`src/hdl/itoa_pkg.sv`:
```
// Package for the integer to ASCII formatter.
// Holds format codes, controller states, the emitter setup struct and the
// digit-to-character function. No dependencies.
package itoa_pkg;

  // Default sizes
  localparam int WORD_BITS_DEF      = 64;
  localparam int MAX_PAD_DIGITS_DEF = 32;

  // Digit position counter, covers any pad request up to 63
  localparam int POS_W = 6;

  localparam logic [7:0] CH_MINUS   = 8'h2D;
  localparam logic [7:0] CH_ZERO    = 8'h30;
  localparam logic [7:0] CH_LOWER_A = 8'h61;
  localparam logic [7:0] CH_UPPER_A = 8'h41;

  // Format codes carried in cmd
  typedef enum logic [1:0] {
    CMD_SDEC = 2'd0,
    CMD_UDEC = 2'd1,
    CMD_LHEX = 2'd2,
    CMD_UHEX = 2'd3
  } cmd_t;

  // Top-level controller states
  typedef enum logic [1:0] {
    ST_IDLE,
    ST_CONV,
    ST_EMIT
  } state_t;

  // Setup handed from the controller to the emitter
  typedef struct packed {
    logic             neg;
    logic             upper;
    logic [POS_W-1:0] pad_digits;
  } emit_cfg_t;

  // One digit (0..15) to its ASCII character
  function automatic logic [7:0] digit_char(input logic [3:0] d, input logic upper);
    logic [7:0] ch;
    if (d < 4'd10) begin
      ch = CH_ZERO + {4'd0, d};
    end else if (upper) begin
      ch = CH_UPPER_A + {4'd0, d} - 8'd10;
    end else begin
      ch = CH_LOWER_A + {4'd0, d} - 8'd10;
    end
    return ch;
  endfunction

endpackage

```
`src/hdl/itoa_if.sv`:
```
// Valid/ready channel interfaces for the integer to ASCII formatter.
// Request carries one number to format, response carries one character.
// No dependencies.
interface itoa_req_if;
  logic        valid;
  logic        ready;
  logic [1:0]  cmd;
  logic [63:0] number;
  logic [5:0]  min_digit_count;

  modport source (output valid, cmd, number, min_digit_count, input ready);
  modport sink   (input valid, cmd, number, min_digit_count, output ready);
endinterface

interface itoa_rsp_if;
  logic       valid;
  logic       ready;
  logic [7:0] out_char;
  logic       last_char;

  modport source (output valid, out_char, last_char, input ready);
  modport sink   (input valid, out_char, last_char, output ready);
endinterface

```
`src/hdl/itoa_conv.sv`:
```
// Bit-serial binary to BCD converter (shift and add-3), one bit per cycle.
// Hex requests load the nibbles directly. Depends on itoa_pkg.
module itoa_conv import itoa_pkg::*; #(
  parameter int WORD_BITS = WORD_BITS_DEF
) (
  input  logic                   clk,
  input  logic                   rst,
  input  logic                   start,
  input  logic                   hex,
  input  logic [WORD_BITS-1:0]   mag,
  output logic                   done,
  output logic [4*((WORD_BITS*30103)/100000+1)-1:0] digits
);

  localparam int DIG_N = (WORD_BITS * 30103) / 100000 + 1;
  localparam int BCD_W = 4 * DIG_N;
  localparam int CNT_W = $clog2(WORD_BITS + 1);

  logic                 busy;
  logic [CNT_W-1:0]     cnt;
  logic [WORD_BITS-1:0] sh;
  logic [BCD_W-1:0]     bcd;
  logic [BCD_W-1:0]     adj;

  // Add 3 to every digit of 5 or more before the shift
  always_comb begin
    for (int i = 0; i < DIG_N; i++) begin
      adj[4*i +: 4] = (bcd[4*i +: 4] >= 4'd5) ? bcd[4*i +: 4] + 4'd3 : bcd[4*i +: 4];
    end
  end

  // Control
  always_ff @(posedge clk) begin
    if (rst) begin
      busy <= 1'b0;
      done <= 1'b0;
      cnt  <= '0;
    end else begin
      done <= start ? hex : (busy && (cnt == CNT_W'(1)));
      if (start) begin
        if (!hex) begin
          busy <= 1'b1;
          cnt  <= CNT_W'(WORD_BITS);
        end
      end else if (busy) begin
        cnt <= cnt - 1'b1;
        if (cnt == CNT_W'(1)) begin
          busy <= 1'b0;
        end
      end
    end
  end

  // Datapath
  always_ff @(posedge clk) begin
    if (start) begin
      sh  <= mag;
      bcd <= hex ? BCD_W'(mag) : '0;
    end else if (busy) begin
      sh  <= {sh[WORD_BITS-2:0], 1'b0};
      bcd <= {adj[BCD_W-2:0], sh[WORD_BITS-1]};
    end
  end

  assign digits = bcd;

endmodule

```
`src/hdl/itoa_emit.sv`:
```
// Character emitter: walks digit positions from the top, one per cycle while the
// output register is free, drops leading zeros outside the pad width, drives
// the output register. Depends on itoa_pkg and itoa_if.
module itoa_emit import itoa_pkg::*; #(
  parameter int WORD_BITS = WORD_BITS_DEF
) (
  input  logic             clk,
  input  logic             rst,
  input  logic             load,
  input  emit_cfg_t        cfg,
  input  logic [4*((WORD_BITS*30103)/100000+1)-1:0] digits,
  output logic             done,
  itoa_rsp_if.source       rsp
);

  localparam int DIG_N = (WORD_BITS * 30103) / 100000 + 1;
  localparam int BCD_W = 4 * DIG_N;

  logic             active;
  logic             sign_pend;
  logic             seen;
  logic             upper;
  logic [POS_W-1:0] pad_digits;
  logic [POS_W-1:0] pos;
  logic [BCD_W-1:0] dig;
  logic             ovalid;
  logic [7:0]       ochar;
  logic             olast;

  logic             step;
  logic             in_reg;
  logic [3:0]       cur;
  logic             show;
  logic [POS_W-1:0] pos_start;

  // Current digit: positions above the register are padding zeros
  assign in_reg = pos < POS_W'(DIG_N);
  assign cur    = in_reg ? dig[BCD_W-1 -: 4] : 4'd0;
  assign show   = (pos < pad_digits) || seen || (cur != 4'd0) || (pos == '0);
  assign step   = active && (!ovalid || rsp.ready);

  assign pos_start = (cfg.pad_digits > POS_W'(DIG_N)) ? cfg.pad_digits - 1'b1
                                                      : POS_W'(DIG_N - 1);

  // Sequencing
  always_ff @(posedge clk) begin
    if (rst) begin
      active    <= 1'b0;
      sign_pend <= 1'b0;
      ovalid    <= 1'b0;
      done      <= 1'b0;
    end else begin
      done <= !load && step && !sign_pend && (pos == '0);
      if (!load && step && (sign_pend || show)) begin
        ovalid <= 1'b1;
      end else if (ovalid && rsp.ready) begin
        ovalid <= 1'b0;
      end
      if (load) begin
        active    <= 1'b1;
        sign_pend <= cfg.neg;
      end else if (step) begin
        if (sign_pend) begin
          sign_pend <= 1'b0;
        end else if (pos == '0) begin
          active <= 1'b0;
        end
      end
    end
  end

  // Digit shift register and output payload
  always_ff @(posedge clk) begin
    if (load) begin
      dig        <= digits;
      pos        <= pos_start;
      seen       <= 1'b0;
      upper      <= cfg.upper;
      pad_digits <= cfg.pad_digits;
    end else if (step) begin
      if (sign_pend) begin
        ochar <= CH_MINUS;
        olast <= 1'b0;
      end else begin
        if (show) begin
          ochar <= digit_char(cur, upper);
          olast <= (pos == '0);
        end
        seen <= seen || (cur != 4'd0);
        if (pos != '0) begin
          pos <= pos - 1'b1;
        end
        if (in_reg) begin
          dig <= {dig[BCD_W-5:0], 4'd0};
        end
      end
    end
  end

  assign rsp.valid     = ovalid;
  assign rsp.out_char  = ochar;
  assign rsp.last_char = olast;

endmodule

```
`src/hdl/integer_to_ascii_formatter.sv`:
```
// Integer to ASCII formatter top level: request capture, sign handling,
// controller, converter and emitter. Depends on itoa_pkg, itoa_if,
// itoa_conv and itoa_emit.
//
//   channel | dir | payload                         | accepted when
//   req     | in  | cmd, number, min_digit_count    | req.valid && req.ready
//   rsp     | out | out_char, last_char             | rsp.valid && rsp.ready
//
// Flow: one item at a time. Decimal runs through the shift and add-3
// converter, hex loads directly, then the emitter walks one digit position
// per cycle while the output register is free, from max(min digits,
// decimal width) down to zero, plus one step for a sign.
// Reset: synchronous, clears the controller and the output valid.
// Stalls: the emitter holds while the output register is full; after the
// last character enters the output register, the emitter's done register
// and then the state register return to idle, where the next request is taken.
module integer_to_ascii_formatter import itoa_pkg::*; #(
  parameter int WORD_BITS      = WORD_BITS_DEF,
  parameter int MAX_PAD_DIGITS = MAX_PAD_DIGITS_DEF
) (
  input  logic       clk,
  input  logic       rst,
  itoa_req_if.sink   req,
  itoa_rsp_if.source rsp
);

  localparam int DIG_N = (WORD_BITS * 30103) / 100000 + 1;
  localparam int BCD_W = 4 * DIG_N;

  state_t               state;
  state_t               state_next;
  emit_cfg_t            cfg;
  emit_cfg_t            cfg_next;
  logic                 accept;
  logic [WORD_BITS-1:0] value;
  logic [WORD_BITS-1:0] mag;
  logic                 neg;
  logic                 hex;
  logic                 conv_done;
  logic                 emit_done;
  logic [BCD_W-1:0]     digits;

  // Request decode: sign, magnitude, saturated pad width
  assign accept = req.valid && req.ready;
  assign value  = req.number[WORD_BITS-1:0];
  assign neg    = (cmd_t'(req.cmd) == CMD_SDEC) && value[WORD_BITS-1];
  assign mag    = neg ? (~value + 1'b1) : value;
  assign hex    = req.cmd[1];

  always_comb begin
    cfg_next.neg        = neg;
    cfg_next.upper      = (cmd_t'(req.cmd) == CMD_UHEX);
    cfg_next.pad_digits = (req.min_digit_count > POS_W'(MAX_PAD_DIGITS))
                          ? POS_W'(MAX_PAD_DIGITS) : req.min_digit_count;
  end

  // State register
  always_ff @(posedge clk) begin
    if (rst) begin
      state <= ST_IDLE;
    end else begin
      state <= state_next;
    end
  end

  always_ff @(posedge clk) begin
    if (accept) begin
      cfg <= cfg_next;
    end
  end

  // Next state
  always_comb begin
    state_next = state;
    req.ready  = 1'b0;
    unique case (state)
      ST_IDLE: begin
        req.ready = 1'b1;
        if (req.valid) begin
          state_next = ST_CONV;
        end
      end
      ST_CONV: begin
        if (conv_done) begin
          state_next = ST_EMIT;
        end
      end
      ST_EMIT: begin
        if (emit_done) begin
          state_next = ST_IDLE;
        end
      end
      default: state_next = ST_IDLE;
    endcase
  end

  itoa_conv #(
    .WORD_BITS (WORD_BITS)
  ) u_conv (
    .clk    (clk),
    .rst    (rst),
    .start  (accept),
    .hex    (hex),
    .mag    (mag),
    .done   (conv_done),
    .digits (digits)
  );

  itoa_emit #(
    .WORD_BITS (WORD_BITS)
  ) u_emit (
    .clk    (clk),
    .rst    (rst),
    .load   (conv_done),
    .cfg    (cfg),
    .digits (digits),
    .done   (emit_done),
    .rsp    (rsp)
  );

endmodule

```
`src/flat_wrapper.sv`:
```
// flat-port wrapper written by rule: the top's interface ports become plain ports
module integer_to_ascii_formatter_flat import itoa_pkg::*;
#(
  parameter int WORD_BITS      = WORD_BITS_DEF,
  parameter int MAX_PAD_DIGITS = MAX_PAD_DIGITS_DEF
)
  (clk, rst, req_valid, req_cmd, req_number, req_min_digit_count, req_ready, rsp_valid, rsp_out_char, rsp_last_char, rsp_ready);
  itoa_req_if req_i ();
  itoa_rsp_if rsp_i ();
  input  logic clk;
  input  logic rst;
  input wire logic [$bits(req_i.valid)-1:0] req_valid;
  input wire logic [$bits(req_i.cmd)-1:0] req_cmd;
  input wire logic [$bits(req_i.number)-1:0] req_number;
  input wire logic [$bits(req_i.min_digit_count)-1:0] req_min_digit_count;
  output wire logic [$bits(req_i.ready)-1:0] req_ready;
  output wire logic [$bits(rsp_i.valid)-1:0] rsp_valid;
  output wire logic [$bits(rsp_i.out_char)-1:0] rsp_out_char;
  output wire logic [$bits(rsp_i.last_char)-1:0] rsp_last_char;
  input wire logic [$bits(rsp_i.ready)-1:0] rsp_ready;
  assign req_i.valid = req_valid;
  assign req_i.cmd = req_cmd;
  assign req_i.number = req_number;
  assign req_i.min_digit_count = req_min_digit_count;
  assign req_ready = req_i.ready;
  assign rsp_valid = rsp_i.valid;
  assign rsp_out_char = rsp_i.out_char;
  assign rsp_last_char = rsp_i.last_char;
  assign rsp_i.ready = rsp_ready;
  integer_to_ascii_formatter #(.WORD_BITS(WORD_BITS), .MAX_PAD_DIGITS(MAX_PAD_DIGITS)) u_core (.clk(clk), .rst(rst), .req(req_i), .rsp(rsp_i));
endmodule
```
`config.mk`:
```
export PLATFORM = sky130hd
export DESIGN_NAME = integer_to_ascii_formatter_flat
export DESIGN_NICKNAME = d
export VERILOG_FILES = /design/src/hdl/itoa_pkg.sv /design/src/hdl/itoa_if.sv /design/src/hdl/itoa_conv.sv /design/src/hdl/itoa_emit.sv /design/src/hdl/integer_to_ascii_formatter.sv /design/src/flat_wrapper.sv
export SDC_FILE = /design/constraint.sdc
export NUM_CORES = 1
export LEC_CHECK = 0
export ABC_CLOCK_PERIOD_IN_PS = 6800
export BUFFER_PORTS_ARGS = -buffer_cell sky130_fd_sc_hd__buf_2
export CAP_MARGIN = 20
export CORE_MARGIN = 2
export CORE_UTILIZATION = 45
export DETAILED_ROUTE_END_ITERATION = 8
export PLACE_DENSITY_LB_ADDON = 0.2
export SLEW_MARGIN = 20
export SYNTH_ARGS = -nofsm -noshare
export SYNTH_HDL_FRONTEND = slang
export SYNTH_SLANG_ARGS = --single-unit
```
`constraint.sdc`:
```
create_clock -name clk -period 6.8 [get_ports clk]
set_input_delay 0.68 -clock clk [delete_from_list [all_inputs] [get_ports clk]]
set_output_delay 0.68 -clock clk [all_outputs]
set_load 0.01 [all_outputs]
```
==> flow_metrics.env <==
export IMPL_period_minus_slack_ns=3.58
export IMPL_netlist_area_leader_share=0.518
export IMPL_cts_buffers=34
export IMPL_post_cts_buffers=0
export IMPL_grtUsageMet2=0.324
export IMPL_grt_use_met1=0.272
export IMPL_critical_path_endpoint_type="flip-flop"
export IMPL_postSynthAreaPerCell_um2=10.9
export IMPL_cp_slowest_stage_delay_ns=0.92
export IMPL_hold_buffers=0
export IMPL_root_buffer="clkbuf_16"
export IMPL_antennaDiodeCount=0
export IMPL_ctsResizeCount=0
export IMPL_final_seq_area_um2=7920
export IMPL_final_util=0.515
export IMPL_crit_type="flip-flop to flip-flop"
export IMPL_globalplace_congestion=0.824
export IMPL_clockBufferDepth=3
export IMPL_grt_max_degree=86
export IMPL_syn_area_um2=14700
export IMPL_synth_ff_type="edfxtp_1"
export IMPL_wl_per_cell_um=17.6
export IMPL_grt_antenna_before_repair=0
export IMPL_drtIter0Drc=789
export IMPL_design_die_area_um2=34100
export IMPL_die_x_um=185
export IMPL_crit_arrival_ns=3.72
export IMPL_cts_htree_levels=2
export IMPL_yosysSeqAreaShare=0.539
export IMPL_tightest_slew_ns=1.05
export IMPL_p_leak_nw=5.99
export IMPL_ant_nets=0
export IMPL_start_util=0.455
export IMPL_postPlaceCellArea_um2=15500
export IMPL_synth_top_area_cell="edfxtp_1"
export IMPL_cts_sinks=269
export IMPL_hold_class="flip-flop to flip-flop"
export IMPL_worstSetupStartpointType="flip-flop"
export IMPL_grt_busiest_layer="met2"
export IMPL_syn_num_nets=1478
export IMPL_rsz0062_at_grt="no"
export IMPL_post_dp_hpwl_um=21900
export IMPL_fillers=2879
export IMPL_num_vias=10300
export IMPL_yosys_top_cells_area="edfxtp_1 52%, mux2_2 5.8%, ha_1 4.6%, o21ai_0 4.6%, xnor2_1 4.4%"
export IMPL_drt_first_pass_iters=4
export IMPL_relSlewSlack=0.303
export IMPL_overflow=0
export IMPL_crit_path_top_delay_cell="or2_4"
export IMPL_required_ns=6.93
export IMPL_finalHoldViolations=0
export IMPL_wl_um=33100
export IMPL_grt_pass1_vias=10100
export IMPL_dieHeight_um=185
export IMPL_grtUsageMet3=0.0306
export IMPL_core_area_um2=32300
export IMPL_grt_pass1_wl_um=53700
export IMPL_finalCritPeriodShare=0.527
export IMPL_final_nets=1544
export IMPL_grt_total_usage=0.198
export IMPL_powerDensity_nw_per_um2=290
export IMPL_timing_fmax_mhz=279
export IMPL_synth_edf_count=253
export IMPL_report_final_slew_viol_count=0
export IMPL_clk_latency_ns=0.50
export IMPL_drive_above_1_share=0.168
export IMPL_ys_warnings_count=0
export IMPL_path_clk_slew_ns=0.06
export IMPL_design_area_um2=16600
export IMPL_status="finished, final reports clean"
export IMPL_port_buffers=85
export IMPL_path_max_fanout=75
export IMPL_path_delay_family="simple AND/OR/NAND/NOR gates"
export IMPL_drc=0
export IMPL_synth_async_reset_ratio=0
export IMPL_cts_tree="done"
export IMPL_clock_skew_ns=0.0140
export IMPL_rows=66
export IMPL_crit_chain="nor2_1, nand2_4, inv_4, or2_4, buf_4"
export IMPL_viasPerCell=5.50
export IMPL_finalSetupViolations=0
export IMPL_synthCells=1348
export IMPL_multi_input_comb_area_um2=6280
export IMPL_max_vdd_ir_drop_v=0.000147
export IMPL_crit_buf_inv=2
export IMPL_ys_types=59
export IMPL_cap_violations=0
export IMPL_syn2layout_area_growth_pct=13.2
export IMPL_tns_ns=0
export IMPL_ys_seq_elements=269
export IMPL_io_pins=87
-- cells by family after synthesis --
logic type	share of synthesized area
flip-flops	0.539
multiplexers	0.0597
XOR/XNOR	0.0656
AO/OA/AOI/OAI	0.113
other	0.000255
adder cells (fa/ha/maj)	0.0460
AND/OR/NAND/NOR	0.143
buffers and inverters	0.0338
-- metal layers --
metal	vias to the layer above	wire length, µm
met2	245	15500
met1	5009	15400
met5	-	0
li1	5029	-
met4	0	770
met3	54	1510
-- report_power, final --
group          internal (mW)  switching (mW)
combinational          0.320           0.466
clock                   1.12           0.679
sequential              2.08           0.142
-- metrics by stage --
stage / hold WS, ns / setup WS, ns / power [mW] / instances
5_1_grt: 0.433 / 2.88 / 5.06 / 1878
3_3_place_gp: 0.413 / 2.99 / 3.02 / 1820
6_report: 0.430 / 3.22 / 4.81 / 1878
4_1_cts: 0.425 / 3.12 / 4.86 / 1878
3_5_place_dp: 0.417 / 2.96 / 3.04 / 1820
2_1_floorplan: 0.400 / 3.07 / 2.81 / 1348
-- synth_stat cells, drive strengths merged (3+ instances only) --
library cell	count
or3	8
o21ai	141
a41oi	5
ha	54
nor4b	3
a31oi	17
xor2	36
a21oi	97
nand2b	27
nor3	29
or2	3
mux2	76
dfxtp	16
a21o	3
inv	65
nand3	71
edfxtp	253
xnor2	74
nor2b	8
a22oi	3
nand4	5
buf	10
nor4	20
clkbuf	54
nor3b	19
or4	3
and3	3
nand3b	3
nor2	92
o31ai	23
nand2	104
and2	6
-- layout by cell type (no fill, tap or decap), types with 4 or more instances in the layout --
master,Yosys,final
o31ai_1,22,22
nor4_1,13,13
clkbuf_16,0,37
dfxtp_1,16,15
xor2_1,36,36
nand2b_1,27,27
nor3_1,28,28
nor3b_1,19,19
nor2_1,92,92
and2_1,6,6
clkinv_2,0,6
a41oi_1,5,5
a21oi_1,97,97
clkinv_1,0,6
nor4_2,4,4
nand3_1,71,71
inv_1,65,64
mux2_2,76,76
buf_4,3,8
o21ai_0,134,134
xnor2_1,74,74
o21ai_1,7,7
nor2b_1,8,8
nand2_1,104,102
buf_2,1,85
edfxtp_1,253,253
ha_1,54,54
or3_1,8,8
a31oi_1,17,17
-- worst register-to-register path: cells and delay by family (launching register included) --
family | cells | cell delay, ns
and+or+nand+nor | 3 | 1.49
buffers and inverters | 2 | 1.37
DFF | 1 | 0.33
-- flip-flops by register name, summed over array words and instances (netlist names), 2 cells and up --
register,count
u_core.cfg,8
u_core.u_emit.pad_digits,6
u_core.state,2
u_core.u_conv.sh,64
u_core.u_emit.pos,6
u_core.u_emit.dig,80
u_core.u_conv.cnt,7
u_core.u_emit.rsp.out_char,7
u_core.u_conv.digits,80
-- worst paths after layout --
path                                     start                                  to  slack (ns)  cells after the start
setup / recovery  u_core.state[1]$_SDFFE_PP0P_  u_core.u_conv.digits[33]$_DFFE_PP_        3.22                      5
hold / removal         u_core.cfg[6]$_DFFE_PP_       u_core.u_emit.upper$_DFFE_PP_        0.43                      0
setup reg to reg  u_core.state[1]$_SDFFE_PP0P_  u_core.u_conv.digits[33]$_DFFE_PP_        3.22                      5
hold reg to reg        u_core.cfg[6]$_DFFE_PP_       u_core.u_emit.upper$_DFFE_PP_        0.43                      0
-- area by class of cell --
class / count / share of cell area
sequential: 269 / 0.477
multi-input combinational: 950 / 0.378
clock buffer: 43 / 0.0589
tap: 442 / 0.0333
timing repair buffer: 94 / 0.0299
inverter: 65 / 0.0148
clock inverter: 15 / 0.00858
(Power assumes the default switching activity.)
